[src/design/telnet_stream_decoder_assert.svh]
// assertion macros for the telnet stream decoder
`ifndef TELNET_STREAM_DECODER_ASSERT_SVH
`define TELNET_STREAM_DECODER_ASSERT_SVH

`ifndef ASSERT_OFF
`define TSD_ASSERT(label, prop, msg) \
    label: assert property (@(posedge i_clk) disable iff (!i_rst_n) (prop)) else $error(msg);
`define TSD_ASSERT_NEXT(label, ante, cons, msg) \
    label: assert property (@(posedge i_clk) disable iff (!i_rst_n) (ante) |=> (cons)) \
        else $error(msg);
`else
`define TSD_ASSERT(label, prop, msg)
`define TSD_ASSERT_NEXT(label, ante, cons, msg)
`endif

`endif

[src/design/tsd_pkg.sv]
// package with telnet codes, parse modes and result record for the stream decoder
package tsd_pkg;

    localparam logic [7:0] CODE_IAC    = 8'd255;
    localparam logic [7:0] CODE_SE     = 8'd240;
    localparam logic [7:0] CODE_SB     = 8'd250;
    localparam logic [7:0] CODE_WILL   = 8'd251;
    localparam logic [7:0] CODE_DONT   = 8'd254;
    localparam logic [7:0] NAWS_OPTION = 8'd31;
    localparam int         NAWS_LEN    = 5;
    localparam int         Q_DEPTH     = 4;

    localparam logic [2:0] MODE_PLAIN   = 3'd0;
    localparam logic [2:0] MODE_CMD     = 3'd1;
    localparam logic [2:0] MODE_OPT     = 3'd2;
    localparam logic [2:0] MODE_SUB     = 3'd3;
    localparam logic [2:0] MODE_SUB_IAC = 3'd4;

    localparam logic KIND_DATA = 1'b0;
    localparam logic KIND_NAWS = 1'b1;

    typedef struct packed {
        logic        kind;
        logic [7:0]  data_byte;
        logic [15:0] columns;
        logic [15:0] rows;
        logic        run_last;
    } t_result;

    function automatic t_result f_data_result(input logic [7:0] b);
        t_result r;
        r           = '0;
        r.kind      = KIND_DATA;
        r.data_byte = b;
        return r;
    endfunction

endpackage

[src/design/telnet_stream_decoder.sv]
// telnet stream decoder: iac command parsing, naws extraction, result queue
// results of a byte are written into the result queue and reach the outputs when they come to its head
// throughput: one byte per cycle while the queue has room for two more results; the
// four-entry result queue has a single output port, so two results of one byte leave it one at a time
// reset clears parse mode, payload count and the queue; payload bytes are not reset
module telnet_stream_decoder (
    input  logic        i_clk,
    input  logic        i_rst_n,
    input  logic        i_in_valid,
    output logic        o_in_ready,
    input  logic [7:0]  i_in_byte,
    output logic        o_out_valid,
    input  logic        i_out_ready,
    output logic        o_kind,
    output logic [7:0]  o_data_byte,
    output logic [15:0] o_columns,
    output logic [15:0] o_rows,
    output logic        o_run_last
);
    import tsd_pkg::*;

    localparam int QA_W = $clog2(Q_DEPTH);
    localparam int QC_W = $clog2(Q_DEPTH + 1);

    logic [2:0]      r_mode, n_mode;
    logic [2:0]      r_pl_count, n_pl_count;
    logic [7:0]      r_pl_bytes [NAWS_LEN];
    t_result         r_q [Q_DEPTH];
    logic [QA_W-1:0] r_q_wr, r_q_rd;
    logic [QC_W-1:0] r_q_count;

    logic            in_acc, out_acc;
    logic            st0, st1;
    logic [7:0]      v0, v1;
    logic [2:0]      cnt_a, cnt_b;
    logic [1:0]      n_res;
    t_result         res0, res1;
    t_result         head;

    assign in_acc  = i_in_valid && o_in_ready;
    assign out_acc = o_out_valid && i_out_ready;

    // parse step for one byte
    always_comb begin
        n_mode     = r_mode;
        n_pl_count = r_pl_count;
        st0        = 1'b0;
        st1        = 1'b0;
        v0         = i_in_byte;
        v1         = i_in_byte;
        n_res      = 2'd0;
        res0       = '0;
        res1       = '0;
        case (r_mode)
            MODE_CMD: begin
                if (i_in_byte == CODE_IAC) begin
                    res0   = f_data_result(CODE_IAC);
                    n_res  = 2'd1;
                    n_mode = MODE_PLAIN;
                end else if (i_in_byte inside {[CODE_SE:CODE_SB - 8'd1]}) begin
                    n_mode = MODE_PLAIN;
                end else if (i_in_byte inside {[CODE_WILL:CODE_DONT]}) begin
                    n_mode = MODE_OPT;
                end else if (i_in_byte == CODE_SB) begin
                    n_pl_count = 3'd0;
                    n_mode     = MODE_SUB;
                end else begin
                    res0   = f_data_result(CODE_IAC);
                    res1   = f_data_result(i_in_byte);
                    n_res  = 2'd2;
                    n_mode = MODE_PLAIN;
                end
            end
            MODE_OPT: begin
                n_mode = MODE_PLAIN;
            end
            MODE_SUB: begin
                if (i_in_byte == CODE_IAC) begin
                    n_mode = MODE_SUB_IAC;
                end else begin
                    st0 = 1'b1;
                end
            end
            MODE_SUB_IAC: begin
                if (i_in_byte == CODE_SE) begin
                    if (r_pl_count >= 3'(NAWS_LEN) && r_pl_bytes[0] == NAWS_OPTION) begin
                        res0.kind    = KIND_NAWS;
                        res0.columns = {r_pl_bytes[1], r_pl_bytes[2]};
                        res0.rows    = {r_pl_bytes[3], r_pl_bytes[4]};
                        n_res        = 2'd1;
                    end
                    n_mode = MODE_PLAIN;
                end else if (i_in_byte == CODE_IAC) begin
                    st0 = 1'b1;
                    v0  = CODE_IAC;
                end else begin
                    st0    = 1'b1;
                    v0     = CODE_IAC;
                    st1    = 1'b1;
                    n_mode = MODE_SUB;
                end
            end
            default: begin
                if (i_in_byte == CODE_IAC) begin
                    n_mode = MODE_CMD;
                end else begin
                    res0   = f_data_result(i_in_byte);
                    n_res  = 2'd1;
                    n_mode = MODE_PLAIN;
                end
            end
        endcase
        if (n_res == 2'd1) begin
            res0.run_last = 1'b1;
        end
        if (n_res == 2'd2) begin
            res1.run_last = 1'b1;
        end
        // saturating payload count over up to two stores
        cnt_a = (st0 && r_pl_count < 3'(NAWS_LEN)) ? r_pl_count + 3'd1 : r_pl_count;
        cnt_b = (st1 && cnt_a < 3'(NAWS_LEN)) ? cnt_a + 3'd1 : cnt_a;
        if (st0) begin
            n_pl_count = cnt_b;
        end
    end

    always_ff @(posedge i_clk) begin
        if (!i_rst_n) begin
            r_mode     <= MODE_PLAIN;
            r_pl_count <= 3'd0;
        end else if (in_acc) begin
            r_mode     <= n_mode;
            r_pl_count <= n_pl_count;
        end
    end

    // payload store, no reset
    always_ff @(posedge i_clk) begin
        if (in_acc) begin
            for (int i = 0; i < NAWS_LEN; i++) begin
                if (st0 && r_pl_count == 3'(i)) begin
                    r_pl_bytes[i] <= v0;
                end
                if (st1 && cnt_a == 3'(i)) begin
                    r_pl_bytes[i] <= v1;
                end
            end
        end
    end

    // result queue
    always_ff @(posedge i_clk) begin
        if (in_acc && n_res != 2'd0) begin
            r_q[r_q_wr] <= res0;
        end
        if (in_acc && n_res == 2'd2) begin
            r_q[r_q_wr + QA_W'(1)] <= res1;
        end
    end

    always_ff @(posedge i_clk) begin
        if (!i_rst_n) begin
            r_q_wr    <= '0;
            r_q_rd    <= '0;
            r_q_count <= '0;
        end else begin
            if (in_acc) begin
                r_q_wr <= r_q_wr + QA_W'(n_res);
            end
            if (out_acc) begin
                r_q_rd <= r_q_rd + QA_W'(1);
            end
            r_q_count <= r_q_count + (in_acc ? QC_W'(n_res) : QC_W'(0))
                         - (out_acc ? QC_W'(1) : QC_W'(0));
        end
    end

    assign o_in_ready  = (r_q_count <= QC_W'(Q_DEPTH - 2));
    assign o_out_valid = (r_q_count != '0);
    assign head        = r_q[r_q_rd];
    assign o_kind      = head.kind;
    assign o_data_byte = head.data_byte;
    assign o_columns   = head.columns;
    assign o_rows      = head.rows;
    assign o_run_last  = head.run_last;

`include "telnet_stream_decoder_assert.svh"

    `TSD_ASSERT(a_q_bound, r_q_count <= QC_W'(Q_DEPTH), "result queue overflow")
    `TSD_ASSERT(a_pl_bound, r_pl_count <= 3'(NAWS_LEN), "payload count beyond naws length")
    `TSD_ASSERT(a_naws_last, o_out_valid && o_kind |-> o_run_last, "naws report not last")
    `TSD_ASSERT_NEXT(a_sb_start, in_acc && r_mode == MODE_CMD && i_in_byte == CODE_SB, r_mode == MODE_SUB && r_pl_count == 3'd0, "sb did not open payload")
    `TSD_ASSERT_NEXT(a_plain_data, in_acc && r_mode == MODE_PLAIN && i_in_byte != CODE_IAC && r_q_count == '0, o_out_valid && o_data_byte == $past(i_in_byte), "plain byte not queued")

endmodule
[config.mk]
export PLATFORM = sky130hd
export DESIGN_NAME = telnet_stream_decoder
export DESIGN_NICKNAME = d
export VERILOG_FILES = /design/src/design/tsd_pkg.sv /design/src/design/telnet_stream_decoder.sv
export VERILOG_INCLUDE_DIRS = /design/src /design/src/design
export SDC_FILE = /design/constraint.sdc
export NUM_CORES = 1
export LEC_CHECK = 0
export BUFFER_PORTS_ARGS = -buffer_cell sky130_fd_sc_hd__buf_2
export CAP_MARGIN = 20
export CORE_MARGIN = 4
export CORE_UTILIZATION = 55
export CTS_CLUSTER_SIZE = 40
export DETAILED_ROUTE_END_ITERATION = 6
export PLACE_DENSITY = 0.73
export SKIP_CTS_REPAIR_TIMING = 1
export SLEW_MARGIN = 20
export SYNTH_ARGS = -nofsm -noshare
export SYNTH_HDL_FRONTEND = slang
export SYNTH_SLANG_ARGS = --single-unit
[constraint.sdc]
create_clock -name i_clk -period 4.6 [get_ports i_clk]
set_input_delay 0.23 -clock i_clk [delete_from_list [all_inputs] [get_ports i_clk]]
set_output_delay 0.23 -clock i_clk [all_outputs]
set_load 0.005 [all_outputs]
==> summary.md <==
| Metric | Value |
|---|---|
| Initial antenna violation count | `0` |
| Seq cells post-synth | `223` |
| 1st-pass router iterations | `5` |
| Syn_nets | `923` |
| Pin count of the biggest net entering global routing | `75` |
| Cell variety after synth | `69` |
| CTS H-tree depth | `1` |
| Final TNS setup | `0 ns` |
| FFs w/ async S/R, synth | `0%` |
| P per Cell Area | `452.7 nW/um^2` |
| Min cycle time layout | `3.516 ns` |
| Ports | `56` |
| R2r startpoint | `r_mode[1]` |
| Share of cells above drive strength 1 | `22.63%` |
| NumNets Final | `946` |
| Final Hold Viols | `0` |
| Full die area | `20,160 sq um` |
| Area Overhead vs Synth | `11.17%` |
| Number of flops mapped to enable cells by yosys | `76` |
| Max Slew Vio Count | `0` |
| Final period util | `76.43%` |
| Clock Sinks | `223` |
| Worst-Skew Late Latency | `0.51 ns` |
| Worst Setup Path Type | `reg2reg` |
| CTS max path bufs | `3` |
| Fmax | `284.4 MHz` |
| Detailed Route Iter0 Violations | `736` |
| Pleak | `3.883 nW` |
| ANT cells | `0` |
| Worst-path fanout max | `14` |
| Cell count after synthesis | `896` |
| Critical path required time | `5.01 ns` |
| Area contributors post-synth | `dfxtp_1 (30%), edfxtp_1 (23%), mux4_2 (9.6%)` |
| M1 GR Usage | `32.64%` |
| Commonest cells in the netlist | `dfxtp_1 (147), nand3_1 (129), edfxtp_1 (76)` |
| Busiest metal layer after global routing | `met2` |
| Crit end category | `register` |
| Synth Warn # | `0` |
| Total CTS buffers | `24` |
| Pwr Total | `4.968 mW` |
| Max-cap viol count | `0` |
| Clock root buffer master | `clkbuf_16` |
| Die W | `142.0 microns` |
| Slew headroom | `33.39%` |
| DRT antenna net count | `0` |
| Pre-CTS setup slack | `1.128 ns` |
| Hold Crit Class | `in2reg` |
| Grt total ovfl | `0` |
| Die Span Y | `142.0 microns` |
| Most common cell in the netlist | `dfxtp_1` |
| Port Buf Inserts | `55` |
| DRC | `0` |
| Crit path from | `r_mode[1]` |
| Post-synthesis sequential area ratio | `52.93%` |
| Data arrival, critical path | `3.93 ns` |
| Placed Area | `10,140 sq um` |
| Final WL | `23,250 microns` |
| First-pass GRT wire length | `37,870 microns` |
| Mapped Area | `9872 sq um` |
| Core Region | `17,420 sq um` |
| Cell taking the most area after synthesis | `dfxtp_1` |
| WL/cell | `20.01 microns` |
| Worst setup SP type | `register` |
| Clock Skew | `0.008971 ns` |
| Endpoints failing setup | `0` |
| Worst Tran Pin Value | `0.9992 ns` |
| Fin worst setup slack | `1.084 ns` |
| GR Util met3 | `3.394%` |
| Vias per cell | `6.180` |
| Clock Pin Slew Worst Setup and Hold Paths | `0.06 ns` |
| RSZ-0062 raised after global routing | `false` |
| Worst vdd ir | `0.0003418 V` |
| Initial core utilization | `56.68%` |
| Row Count | `48` |
| CTS tree | `yes` |
| Share of the synthesized area in the top cell type | `29.81%` |
| GPL Wtd Cong | `0.8791` |
| Synth Area per Inst | `11.02 sq um` |
| Outcome | `completed` |
| Global routing usage on met2 | `38.57%` |
| Via count | `7,181` |
| Design Area, Final | `10,970 sq um` |
| GRT Util Overall | `23.36%` |
| Primary FF master, synth | `dfxtp_1` |
| Hold Startpoint | `i_rst_n` |
| DPL Wire Length | `14,360 microns` |
| Vias in the first global route | `7,048` |
## worst max-delay path, stage by stage (launching register included)
cell	delay (ns)
dfxtp_1	0.36
or3b_1	0.61
nor4b_1	0.38
o311a_2	0.26
nor3_1	0.06
or3_1	0.39
ha_1	0.28
inv_1	0.06
ha_1	0.14
inv_1	0.05
fa_1	0.37
xor2_1	0.18
xnor2_1	0.13
and2_1	0.15
## where the power goes
group | internal (mW) | total [mW] | switching (mW) | leakage [nW]
combinational | 0.291 | 0.773 | 0.482 | 1.58
sequential | 2.12 | 2.20 | 0.0845 | 1.90
clock | 1.19 | 1.99 | 0.797 | 0.411
total | 3.60 | 4.97 | 1.36 | 3.88
## sequential cells by signal, summed over array words and instances, names as in the netlist, named ones only
name        count
r_q_rd          2
r_pl_bytes     40
r_pl_count      3
r_mode          3
r_q_wr          2
r_q           168
r_q_count       3
## cell usage in the layout (no fill, tap or decap), types with 4 or more instances in the layout
cell / Yosys / layout
o21ai_1: 65 / 65
dfxtp_1: 147 / 145
xnor2_1: 4 / 4
edfxtp_1: 76 / 76
clkinv_2: 0 / 7
or2_2: 12 / 12
buf_2: 9 / 55
clkbuf_16: 0 / 25
nor2_1: 10 / 10
buf_4: 6 / 15
a31oi_1: 12 / 12
or2_1: 8 / 8
and2_1: 12 / 12
o22ai_1: 27 / 27
a21oi_1: 23 / 23
nand3_1: 129 / 128
nand2_1: 73 / 72
o22ai_2: 6 / 6
a21boi_0: 4 / 4
ha_1: 14 / 14
mux4_2: 42 / 42
o21ai_0: 64 / 64
inv_1: 16 / 16
mux2i_1: 4 / 4
o21ai_2: 16 / 16
## per-stage QoR
stage | utilization, % | std cells | hold WS [ns]
final | 63.01 | 1162 | 0.07226
after global placement | 58.25 | 1118 | 0.4443
after detailed placement | 58.25 | 1118 | 0.4508
after CTS | 63.01 | 1162 | 0.06536
after global routing | 63.01 | 1162 | 0.08912
after floorplan | - | 896 | 0.3838
## cells by family (layout without fill, tap and decap cells)
kind of cell               Yosys count  in the layout  synth area share, %
buffers and inverters               90            131                5.146
and+or+nand+nor                    273            273                14.12
AOI/OAI and AO/OA                  242            242                15.22
xor gates and xnor gates             7              7               0.6211
muxes                               46             46                9.987
DFF                                223            223                52.93
adders and majority gates           15             15                1.977
## layout make-up
type                       count  area [sq um]
clock buffer                  27         653.1
clock inverter                17         176.4
fill                        1395          6442
inverter                      17         63.81
multi-input combinational    583          4184
sequential                   223          5228
tap                          225         281.5
timing repair buffer          70         387.9
## per-layer routing
metal,vias to the layer above,part of all wire [%]
met5,-,0
met2,279,48
met1,3473,44
met3,36,6.5
met4,0,1.9
li1,3393,-
## worst paths after layout
check             cells after the start       endpoint  slack, ns
hold / removal                        2  r_pl_count[0]       0.07
hold reg to reg                       2     r_q[0][15]       0.46
setup / recovery                     13   r_q_count[2]       1.08
setup reg to reg                     13   r_q_count[2]       1.08
(Power assumes the default switching activity.)
